$ cat src/rtl/dgs_pkg.sv
// Package with shared types, constants and codes for the group statistics block.
package dgs_pkg;

  localparam int SampleBitsDef = 24;
  localparam int GroupCountBitsDef = 16;
  localparam int ValBits = 41;
  localparam int SqBits = 64;
  localparam int RowBits = 16;
  localparam int CfgIdxBits = 2;
  localparam int CfgDataBits = 16;

  // Register indexes.
  localparam logic [CfgIdxBits-1:0] REG_GROUP_SIZE = 2'd0;
  localparam logic [CfgIdxBits-1:0] REG_STAT_MODE = 2'd1;
  localparam logic [CfgIdxBits-1:0] REG_MAX_ROWS = 2'd2;

  // Statistic codes; undefined codes act as sum.
  localparam logic [2:0] MODE_AVG = 3'd0;
  localparam logic [2:0] MODE_MIN = 3'd1;
  localparam logic [2:0] MODE_MAX = 3'd2;
  localparam logic [2:0] MODE_RMS = 3'd3;
  localparam logic [2:0] MODE_SUM = 3'd4;

  // Job handed from the front end to the back end through the queue.
  typedef struct packed {
    logic                has_value;
    logic [2:0]          mode;
    logic signed [ValBits-1:0] acc;
    logic [SqBits-1:0]   sq;
    logic [RowBits-1:0]  n;
    logic [RowBits-1:0]  row;
    logic                frame_done;
    logic [RowBits-1:0]  row_count;
  } job_t;

  // Result beat.
  typedef struct packed {
    logic                has_value;
    logic signed [ValBits-1:0] stat_value;
    logic [RowBits-1:0]  row_index;
    logic                frame_done;
    logic [RowBits-1:0]  row_count;
  } result_t;

endpackage

$ cat src/rtl/dgs_if.sv
// Stream and configuration channel interfaces.
interface dgs_in_if #(parameter int SampleBits = 24) (input logic clk);
  logic valid;
  logic ready;
  logic signed [SampleBits-1:0] sample;
  logic frame_end;
  modport source (output valid, sample, frame_end, input ready);
  modport sink (input valid, sample, frame_end, output ready);
endinterface

interface dgs_out_if (input logic clk);
  logic valid;
  logic ready;
  logic has_value;
  logic signed [40:0] stat_value;
  logic [15:0] row_index;
  logic frame_done;
  logic [15:0] row_count;
  modport source (output valid, has_value, stat_value, row_index, frame_done, row_count,
                  input ready);
  modport sink (input valid, has_value, stat_value, row_index, frame_done, row_count,
                output ready);
endinterface

interface dgs_cfg_if (input logic clk);
  logic valid;
  logic ready;
  logic [1:0] index;
  logic [15:0] data;
  modport source (output valid, index, data, input ready);
  modport sink (input valid, index, data, output ready);
endinterface

$ cat src/rtl/dgs_front.sv
// Front end: accumulates samples into groups and emits one job per result.
module dgs_front #(
  parameter int SampleBits = dgs_pkg::SampleBitsDef,
  parameter int GroupCountBits = dgs_pkg::GroupCountBitsDef
) (
  input  logic                          clk,
  input  logic                          rst,
  input  logic                          in_valid,
  output logic                          in_ready,
  input  logic signed [SampleBits-1:0]  sample,
  input  logic                          frame_end,
  input  logic [15:0]                   group_size,
  input  logic [2:0]                    stat_mode,
  input  logic [15:0]                   max_rows,
  output logic                          job_valid,
  input  logic                          job_ready,
  output dgs_pkg::job_t                 job
);
  import dgs_pkg::*;

  localparam logic signed [ValBits-1:0] VMax = {1'b0, {(ValBits-1){1'b1}}};
  localparam logic signed [ValBits-1:0] VMin = {1'b1, {(ValBits-1){1'b0}}};

  logic [RowBits-1:0] samples_in_group;
  logic signed [ValBits-1:0] value_accumulator;
  logic [SqBits-1:0] square_accumulator;
  logic [RowBits-1:0] rows_given;

  logic [RowBits-1:0] n;
  logic signed [ValBits-1:0] x;
  logic [SampleBits-1:0] mag;
  logic [SqBits-1:0] sq;
  logic signed [ValBits:0] sum_w;
  logic [SqBits:0] sq_w;
  logic signed [ValBits-1:0] acc_next;
  logic [SqBits-1:0] sq_next;
  logic [RowBits:0] cnt_next;
  logic complete, give, accept;

  // Group length with zero taken as one.
  always_comb begin
    n = RowBits'(group_size & RowBits'((32'd1 << GroupCountBits) - 32'd1));
    if (n == '0) n = RowBits'(1);
  end

  assign x = ValBits'(sample);
  assign mag = sample[SampleBits-1] ? SampleBits'(-sample) : sample;
  assign sq = SqBits'(mag) * SqBits'(mag);

  // Accumulate under the mode in force for this sample.
  always_comb begin
    sum_w = (ValBits+1)'(value_accumulator) + (ValBits+1)'(x);
    sq_w = (SqBits+1)'(square_accumulator) + (SqBits+1)'(sq);
    if (samples_in_group == '0) begin
      acc_next = x;
      sq_next = sq;
    end else begin
      case (stat_mode)
        MODE_MIN: acc_next = (x < value_accumulator) ? x : value_accumulator;
        MODE_MAX: acc_next = (x > value_accumulator) ? x : value_accumulator;
        default: begin
          if (sum_w > (ValBits+1)'(VMax)) acc_next = VMax;
          else if (sum_w < (ValBits+1)'(VMin)) acc_next = VMin;
          else acc_next = sum_w[ValBits-1:0];
        end
      endcase
      sq_next = sq_w[SqBits] ? '1 : sq_w[SqBits-1:0];
    end
  end

  assign cnt_next = (RowBits+1)'(samples_in_group) + (RowBits+1)'(1);
  assign complete = cnt_next >= (RowBits+1)'(n);
  assign give = complete && (rows_given < max_rows);

  // The front stalls only when it has a job and the queue is full.
  assign in_ready = job_ready || !(give || frame_end);
  assign accept = in_valid && in_ready;
  assign job_valid = in_valid && (give || frame_end);

  always_comb begin
    job.has_value = give;
    job.mode = stat_mode;
    job.acc = acc_next;
    job.sq = sq_next;
    job.n = n;
    job.row = give ? rows_given : '0;
    job.frame_done = frame_end;
    job.row_count = frame_end ? (give ? rows_given + RowBits'(1) : rows_given) : '0;
  end

  // Group state.
  always_ff @(posedge clk) begin
    if (rst) begin
      samples_in_group <= '0;
      value_accumulator <= '0;
      square_accumulator <= '0;
      rows_given <= '0;
    end else if (accept) begin
      if (complete || frame_end) begin
        samples_in_group <= '0;
        value_accumulator <= '0;
        square_accumulator <= '0;
      end else begin
        samples_in_group <= cnt_next[RowBits-1:0];
        value_accumulator <= acc_next;
        square_accumulator <= sq_next;
      end
      if (frame_end) rows_given <= '0;
      else if (give) rows_given <= rows_given + RowBits'(1);
    end
  end

  a_count_below_n: assert property (@(posedge clk) disable iff (rst)
    samples_in_group < n || $past(group_size) != group_size || $past(rst))
    else $error("group count reached group length");
  a_frame_clears: assert property (@(posedge clk) disable iff (rst)
    accept && frame_end |=> rows_given == '0 && samples_in_group == '0)
    else $error("frame end left state");
  a_row_limit: assert property (@(posedge clk) disable iff (rst)
    job_valid && job.has_value |-> job.row < max_rows)
    else $error("row beyond limit");

endmodule

$ cat src/rtl/dgs_queue.sv
// Two-entry queue between front and back end.
module dgs_queue (
  input  logic          clk,
  input  logic          rst,
  input  logic          wr_valid,
  output logic          wr_ready,
  input  dgs_pkg::job_t wr_data,
  output logic          rd_valid,
  input  logic          rd_ready,
  output dgs_pkg::job_t rd_data
);
  import dgs_pkg::*;

  job_t mem [2];
  logic wp, rp;
  logic [1:0] count;
  logic wr, rd;

  assign wr_ready = count != 2'd2;
  assign rd_valid = count != 2'd0;
  assign rd_data = mem[rp];
  assign wr = wr_valid && wr_ready;
  assign rd = rd_valid && rd_ready;

  always_ff @(posedge clk) begin
    if (wr) mem[wp] <= wr_data;
  end

  // Pointers and fill.
  always_ff @(posedge clk) begin
    if (rst) begin
      wp <= 1'b0;
      rp <= 1'b0;
      count <= 2'd0;
    end else begin
      if (wr) wp <= ~wp;
      if (rd) rp <= ~rp;
      count <= count + 2'(wr) - 2'(rd);
    end
  end

  a_no_over: assert property (@(posedge clk) disable iff (rst) count <= 2'd2)
    else $error("queue overfilled");
  a_ptr: assert property (@(posedge clk) disable iff (rst)
    (count == 2'd0 || count == 2'd2) |-> wp == rp)
    else $error("queue pointers disagree with fill");
  a_fill: assert property (@(posedge clk) disable iff (rst)
    wr && !rd |=> count == $past(count) + 2'd1)
    else $error("queue fill not counted");

endmodule

$ cat src/rtl/dgs_back.sv
// Back end: bit-serial division by group length (avg, rms), square root (rms).
module dgs_back (
  input  logic          clk,
  input  logic          rst,
  input  logic          job_valid,
  output logic          job_ready,
  input  dgs_pkg::job_t job,
  output logic          res_valid,
  input  logic          res_ready,
  output dgs_pkg::result_t res
);
  import dgs_pkg::*;

  localparam logic [2:0] ST_IDLE = 3'd0;
  localparam logic [2:0] ST_DIV = 3'd1;
  localparam logic [2:0] ST_SQRT = 3'd2;
  localparam logic [2:0] ST_OUT = 3'd3;

  logic [2:0] state;
  job_t cur;
  logic [SqBits-1:0] quo;
  logic [SqBits:0] rem;
  logic [6:0] step;
  logic neg;
  logic [SqBits-1:0] sa, sres, sbit;
  logic [SqBits-1:0] st_rem_shift;
  logic [SqBits:0] rem_sh;
  logic [SqBits-1:0] sum_rb;
  logic signed [ValBits-1:0] value_q;

  assign job_ready = state == ST_IDLE;
  assign res_valid = state == ST_OUT;
  assign rem_sh = {rem[SqBits-1:0], quo[SqBits-1]};
  assign sum_rb = sres + sbit;
  assign st_rem_shift = '0;

  always_ff @(posedge clk) begin
    if (rst) begin
      state <= ST_IDLE;
    end else begin
      case (state)
        ST_IDLE: if (job_valid) begin
          cur <= job;
          rem <= '0;
          step <= 7'd0;
          if (job.has_value && job.mode == MODE_AVG) begin
            neg <= job.acc[ValBits-1];
            quo <= SqBits'($unsigned(job.acc[ValBits-1] ? -job.acc : job.acc));
            state <= ST_DIV;
          end else if (job.has_value && job.mode == MODE_RMS) begin
            neg <= 1'b0;
            quo <= job.sq;
            state <= ST_DIV;
          end else begin
            value_q <= job.has_value ? job.acc : '0;
            state <= ST_OUT;
          end
        end
        // Restoring division, one quotient bit per cycle.
        ST_DIV: begin
          if (rem_sh >= (SqBits+1)'(cur.n)) begin
            rem <= rem_sh - (SqBits+1)'(cur.n);
            quo <= {quo[SqBits-2:0], 1'b1};
          end else begin
            rem <= rem_sh;
            quo <= {quo[SqBits-2:0], 1'b0};
          end
          step <= step + 7'd1;
          if (step == 7'(SqBits-1)) begin
            if (cur.mode == MODE_RMS) begin
              state <= ST_SQRT;
              sres <= '0;
              sbit <= {2'b01, {(SqBits-2){1'b0}}};
            end else begin
              state <= ST_OUT;
            end
          end
        end
        // Digit-by-digit square root, two bits per cycle.
        ST_SQRT: begin
          if (sbit == '0) begin
            state <= ST_OUT;
          end else begin
            if ({1'b0, quo} >= {1'b0, sum_rb} && quo >= sum_rb) begin
              quo <= quo - sum_rb;
              sres <= (sres >> 1) + sbit;
            end else begin
              sres <= sres >> 1;
            end
            sbit <= sbit >> 2;
          end
        end
        ST_OUT: if (res_ready) state <= ST_IDLE;
        default: state <= ST_IDLE;
      endcase
    end
  end

  // Final value selection.
  always_comb begin
    res.has_value = cur.has_value;
    res.row_index = cur.row;
    res.frame_done = cur.frame_done;
    res.row_count = cur.row_count;
    if (!cur.has_value) res.stat_value = '0;
    else if (cur.mode == MODE_AVG)
      res.stat_value = neg ? -ValBits'(quo) : ValBits'(quo);
    else if (cur.mode == MODE_RMS) res.stat_value = ValBits'(sres) | ValBits'(st_rem_shift);
    else res.stat_value = value_q;
  end

  a_out_stable: assert property (@(posedge clk) disable iff (rst)
    res_valid && !res_ready |=> res_valid)
    else $error("result dropped");
  a_idle_ready: assert property (@(posedge clk) disable iff (rst)
    job_ready |-> !res_valid)
    else $error("back end busy and idle at once");
  a_step: assert property (@(posedge clk) disable iff (rst)
    state == ST_DIV |-> step < 7'(SqBits))
    else $error("division overran");

endmodule

$ cat src/rtl/decimating_group_statistics.sv
// Top level of the decimating group statistics block.
// Samples are taken by the front end, which keeps the running sum, minimum or
// maximum, as the mode selects, and the sum of squares. Each result (a finished
// group within max_rows, or a frame end) goes as a job through a two-entry queue
// to the back end. Minimum, maximum, sum and pure frame-end results pass there
// from idle straight to the output state; average goes through the 64-step
// bit-serial divider, and rms through the divider and a bit-serial square root.
// So the input runs at one sample per cycle as long as the back end keeps up with
// the results; the serial divider sets the group-rate limit.
module decimating_group_statistics #(
  parameter int SampleBits = dgs_pkg::SampleBitsDef,
  parameter int GroupCountBits = dgs_pkg::GroupCountBitsDef
) (
  input logic clk,
  input logic rst,
  dgs_in_if.sink   in_ch,
  dgs_out_if.source out_ch,
  dgs_cfg_if.sink  cfg
);
  import dgs_pkg::*;

  logic [15:0] group_size;
  logic [2:0] stat_mode;
  logic [15:0] max_rows;
  logic fj_valid, fj_ready, bj_valid, bj_ready;
  job_t fj, bj;
  result_t res;

  // Configuration registers.
  assign cfg.ready = 1'b1;
  always_ff @(posedge clk) begin
    if (rst) begin
      group_size <= 16'd8;
      stat_mode <= MODE_AVG;
      max_rows <= 16'd1024;
    end else if (cfg.valid) begin
      case (cfg.index)
        REG_GROUP_SIZE: group_size <= cfg.data;
        REG_STAT_MODE: stat_mode <= cfg.data[2:0];
        REG_MAX_ROWS: max_rows <= cfg.data;
        default: ;
      endcase
    end
  end

  dgs_front #(.SampleBits(SampleBits), .GroupCountBits(GroupCountBits)) u_front (
    .clk, .rst,
    .in_valid(in_ch.valid), .in_ready(in_ch.ready),
    .sample(in_ch.sample), .frame_end(in_ch.frame_end),
    .group_size, .stat_mode, .max_rows,
    .job_valid(fj_valid), .job_ready(fj_ready), .job(fj)
  );

  dgs_queue u_queue (
    .clk, .rst,
    .wr_valid(fj_valid), .wr_ready(fj_ready), .wr_data(fj),
    .rd_valid(bj_valid), .rd_ready(bj_ready), .rd_data(bj)
  );

  dgs_back u_back (
    .clk, .rst,
    .job_valid(bj_valid), .job_ready(bj_ready), .job(bj),
    .res_valid(out_ch.valid), .res_ready(out_ch.ready), .res
  );

  assign out_ch.has_value = res.has_value;
  assign out_ch.stat_value = res.stat_value;
  assign out_ch.row_index = res.row_index;
  assign out_ch.frame_done = res.frame_done;
  assign out_ch.row_count = res.row_count;

endmodule

$ cat src/flat_wrapper.sv
// flat-port wrapper written by rule: the top's interface ports become plain ports
module decimating_group_statistics_flat import dgs_pkg::*;
#(
  parameter int SampleBits = dgs_pkg::SampleBitsDef,
  parameter int GroupCountBits = dgs_pkg::GroupCountBitsDef
)
  (clk, rst, in_ch_valid, in_ch_sample, in_ch_frame_end, in_ch_ready, out_ch_valid, out_ch_has_value, out_ch_stat_value, out_ch_row_index, out_ch_frame_done, out_ch_row_count, out_ch_ready, cfg_valid, cfg_index, cfg_data, cfg_ready);
  dgs_in_if #(.SampleBits(SampleBits)) in_ch_i (.clk(clk));
  dgs_out_if out_ch_i (.clk(clk));
  dgs_cfg_if cfg_i (.clk(clk));
  input logic clk;
  input logic rst;
  input wire logic [$bits(in_ch_i.valid)-1:0] in_ch_valid;
  input wire logic [$bits(in_ch_i.sample)-1:0] in_ch_sample;
  input wire logic [$bits(in_ch_i.frame_end)-1:0] in_ch_frame_end;
  output wire logic [$bits(in_ch_i.ready)-1:0] in_ch_ready;
  output wire logic [$bits(out_ch_i.valid)-1:0] out_ch_valid;
  output wire logic [$bits(out_ch_i.has_value)-1:0] out_ch_has_value;
  output wire logic [$bits(out_ch_i.stat_value)-1:0] out_ch_stat_value;
  output wire logic [$bits(out_ch_i.row_index)-1:0] out_ch_row_index;
  output wire logic [$bits(out_ch_i.frame_done)-1:0] out_ch_frame_done;
  output wire logic [$bits(out_ch_i.row_count)-1:0] out_ch_row_count;
  input wire logic [$bits(out_ch_i.ready)-1:0] out_ch_ready;
  input wire logic [$bits(cfg_i.valid)-1:0] cfg_valid;
  input wire logic [$bits(cfg_i.index)-1:0] cfg_index;
  input wire logic [$bits(cfg_i.data)-1:0] cfg_data;
  output wire logic [$bits(cfg_i.ready)-1:0] cfg_ready;
  assign in_ch_i.valid = in_ch_valid;
  assign in_ch_i.sample = in_ch_sample;
  assign in_ch_i.frame_end = in_ch_frame_end;
  assign in_ch_ready = in_ch_i.ready;
  assign out_ch_valid = out_ch_i.valid;
  assign out_ch_has_value = out_ch_i.has_value;
  assign out_ch_stat_value = out_ch_i.stat_value;
  assign out_ch_row_index = out_ch_i.row_index;
  assign out_ch_frame_done = out_ch_i.frame_done;
  assign out_ch_row_count = out_ch_i.row_count;
  assign out_ch_i.ready = out_ch_ready;
  assign cfg_i.valid = cfg_valid;
  assign cfg_i.index = cfg_index;
  assign cfg_i.data = cfg_data;
  assign cfg_ready = cfg_i.ready;
  decimating_group_statistics #(.SampleBits(SampleBits), .GroupCountBits(GroupCountBits)) u_core (.clk(clk), .rst(rst), .in_ch(in_ch_i), .out_ch(out_ch_i), .cfg(cfg_i));
endmodule
$ cat config.mk
export PLATFORM = sky130hd
export DESIGN_NAME = decimating_group_statistics_flat
export DESIGN_NICKNAME = d
export VERILOG_FILES = /design/src/rtl/dgs_pkg.sv /design/src/rtl/dgs_if.sv /design/src/rtl/dgs_front.sv /design/src/rtl/dgs_queue.sv /design/src/rtl/dgs_back.sv /design/src/rtl/decimating_group_statistics.sv /design/src/flat_wrapper.sv
export SDC_FILE = /design/constraint.sdc
export NUM_CORES = 2
export LEC_CHECK = 0
export ABC_CLOCK_PERIOD_IN_PS = 31500
export BUFFER_PORTS_ARGS = -buffer_cell sky130_fd_sc_hd__buf_2
export CAP_MARGIN = 0
export CORE_UTILIZATION = 23
export DETAILED_ROUTE_END_ITERATION = 10
export PLACE_DENSITY = 0.33
export SYNTH_ARGS = -nofsm -noshare
export SYNTH_HDL_FRONTEND = slang
export SYNTH_SLANG_ARGS = --single-unit
$ cat constraint.sdc
create_clock -name clk -period 31.5 [get_ports clk]
set_input_delay 0 -clock clk [delete_from_list [all_inputs] [get_ports clk]]
set_output_delay 0 -clock clk [all_outputs]
set_load 0.05 [all_outputs]
==> reports/results.tsv <==
stage	metric	value	unit
die	Chip Width	548	um
route	first-pass detailed-route iteration total	7	
synth	post-synthesis xor/xnor area fraction	5.66	%
synth	compound-cell area share of the yosys netlist	16.3	%
route	per-cell via count in the routed design	4.72	
synth	main flop type after synthesis	edfxtp_1	
sta	Relative slew margins	16.2	%
synth	main combinational cell family by area after synthesis	adder cells	
finish	Layout area overhead	13.7	%
sta	unrepaired setup endpoints after global routing	no	
grt	Congestion Overflow GR	0	
critical_path	highest cell delay on the worst timing path	890	ps
sta	fmax	0.0688	GHz
clocking	clock-pin slew on the worst setup and hold paths	60	ps
grt	number of global-route vias before repair	54700	
finish	commonest cells after routing, fill and taps aside	787 x inv_1, 642 x edfxtp_1, 637 x nor2_1, 617 x nand2_1, 543 x a21oi_1	
synth	largest area contributor in the netlist	edfxtp_1	
clocking	number of buffers inserted by post-CTS setup repair	0	
sta	# setup viols final	0	
grt	busiest metal layer after global routing	met2	
finish	most frequent standard cell in the layout excluding fill and tap cells	inv_1	
critical_path	Max Fanout on Critical Path	48	
place	Final Wtd Congestion	0.863	
clocking	clock tree sinks	821	
die	Initial Util	23.1	%
sta	Final period util	46.1	%
die	area of the placeable core	297000	sq um
sta	worst-margin pin slew	1250	ps
route	DR iter-0 viols	3356	
route	WL per Instance	22.1	um
grt	number of antenna violations at the first check in global routing	12	
synth	Seq/Total Area, Yosys	33.3	%
die	ports placed on the boundary	126	
place	count of port buffers added during placement	124	
critical_path	CP Capture Type	flop	
job	Max-Cap Viols	0	
synth	count of flip-flops with a built-in enable after synthesis	642	
grt	GRT Resource Usage Total	16.4	%
clocking	clock latency on the worst-skew pair	800	ps
sta	Worst Skew	111	ps
place	DP HPWL	194000	um
worst_hold_path	cell depth of the worst min-delay path	4	
critical_path	buffers plus inverters on the worst setup path	9	
worst_hold_path	path type of the worst min-delay path	input port to flop	
critical_path	startpoint type of the worst setup path	input port	
synth	simple-gate share of the synthesized area	13.6	%
route	overall routed net length	251000	um
synth	ranking of synthesized cells by area	edfxtp_1 28%, fa_1 13%, ha_1 9.0%	
synth	fraction of registers with async set/reset	0	%
synth	Post-Syn Instances	7293	
critical_path	worst reg-to-reg path cell count	26	
finish	nets	8322	
synth	Syn Std Cell Area	68700	sq um
sta	number of max-slew violations in the final report	0	
critical_path	data arrival time of the critical path	15000	ps
die	height of the die	548	um
synth	unique cell type count in the Yosys netlist	99	
sta	setup_tns	0	ps
critical_path	WP data required	31970	ps
grt	met3 global-route usage	1.49	%
die	number of placement rows	200	
status	status	finished, final reports clean	
grt	wire length of the first global-routing pass	372000	um
route	residual antenna-violating net count after detailed routing	0	
clocking	TritonCTS buffer count	105	
critical_path	most used cell, CP	fa_1	
grt	global-route met2 utilization	26.2	%
clocking	H-tree Lvls	3	
clocking	Longest Clk Path Bufs	3	
synth	proportion of synthesized area in mux cells	2.97	%
sta	number of hold violations in the final report	0	
finish	share of final-layout standard cells stronger than drive strength 1	7.23	%
critical_path	crit path max-delay cell type	clkinv_1	
synth	Post-Synth Adder-Cell Area	21.5	%
synth	number of synthesized register bits	821	
die	Die Footprint	301000	sq um
critical_path	gate family responsible for the most delay along the worst path	adder cells	
clocking	TritonCTS clock tree	built	
synth	synthesized area per cell	9.42	sq um
grt	GR met1 Demand/Resource	24.0	%
route	via count	53700	
critical_path	Setup Crit Path Kind	input port to flop	
clocking	clk root buf	clkbuf_16	
sta	shortest clock period the worst path allows after layout	14530	ps
grt	pin count of the biggest net entering global routing	115	
synth	total number of yosys warnings	0	
critical_path	total number of cells along the worst setup path	42	
synth	portion of synthesized cell area occupied by the leading cell type	28.1	%
route	number of remaining DRC errors	0	
==> layer usage <==
layer / part of all wire, % / routed length [um]
met1: 50 / 126000
met3: 3.2 / 8000
met4: 1.7 / 4360
met5: 0.0052 / 13
met2: 45 / 112000
==> cell usage after synthesis (142+ instances only) <==
library cell	number
inv_1	789
edfxtp_1	642
nor2_1	642
nand2_1	618
a21oi_1	545
ha_1	493
fa_1	431
clkbuf_1	277
o21ai_0	277
xnor2_1	235
xor2_1	209
dfxtp_1	179
mux2i_1	142
==> worst register-to-register path: cells and delay by family (launching register included) <==
family | cells | cell delay (ps)
AO/OA/AOI/OAI | 12 | 3720
AND/OR/NAND/NOR | 8 | 1820
buffers and inverters | 2 | 910
adder cells (fa/ha/maj) | 3 | 880
flip-flops | 1 | 450
XOR/XNOR | 1 | 120
==> stage by stage <==
step	worst slack, ps	hold WS (ps)	cell area [sq um]	instances	util (%)
after detailed placement	16640	267	73700	11100	24.8
after global routing	16140	57.9	78100	11400	26.3
after CTS	16920	3.05	78100	11400	26.3
after global placement	17180	262	73700	11100	24.8
after floorplan	20200	98.9	68800	7311	-
final	16970	103	78100	11400	26.3
==> registers in the layout, summed over array words and instances (netlist names), named ones only <==
register and count:
u_core.stat_mode 3, u_core.u_front.value_accumulator 41, u_core.u_queue.wp 1, u_core.u_back.quo 64, u_core.max_rows 16, u_core.u_back.neg 1
u_core.u_back.step 7, u_core.group_size 16, u_core.u_back.cur 19, u_core.u_queue.count 2, u_core.u_back.value_q 41, u_core.u_front.square_accumulator 64
u_core.u_back.res 34, u_core.u_back.state 2, u_core.u_queue.mem 316, u_core.u_front.samples_in_group 16, u_core.u_front.rows_given 16, u_core.u_back.rem 64
u_core.u_queue.rp 1, u_core.u_back.sbit 32, u_core.u_back.sres 64
==> what timing repair did <==
item | 4_1_cts | 5_1_grt
hold buffers | 77 | 0
gates resized for setup | 0 | 0
endpoints found under the hold margin | 131 | 0
==> final timing paths <==
kind	startpoint	to	slack (ps)
hold reg to reg	u_core.u_front.square_accumulator[0]	u_core.u_front.square_accumulator[0]	460
setup reg to reg	u_core.u_back.sres[0]	u_core.u_back.quo[25]	23080
hold / removal	cfg_data[1]	u_core.group_size[1]	100
setup / recovery	in_ch_sample[0]	u_core.u_queue.mem[1][79]	16970
==> cell type report <==
class | count | area, sq um
timing repair buffer | 294 | 2120
clock buffer | 140 | 2960
sequential | 821 | 22900
multi-input combinational | 5327 | 41500
inverter | 801 | 3010
clock inverter | 57 | 732
tap | 3939 | 4930
antenna | 2 | 5.00
fill | 31700 | 219000
==> cell families (layout without fill, tap and decap cells) <==
kind of cell | after synthesis | in the layout
AOI/OAI and AO/OA | 1735 | 1735
DFF | 821 | 821
other | 2 | 22
muxes | 197 | 197
adders and majority gates | 924 | 924
buffers and inverters | 1163 | 1292
xor gates and xnor gates | 444 | 444
and+or+nand+nor | 2007 | 2007
Power is not shown: default switching activity piles up to over one toggle a cycle in this logic, so the estimate is an artifact.
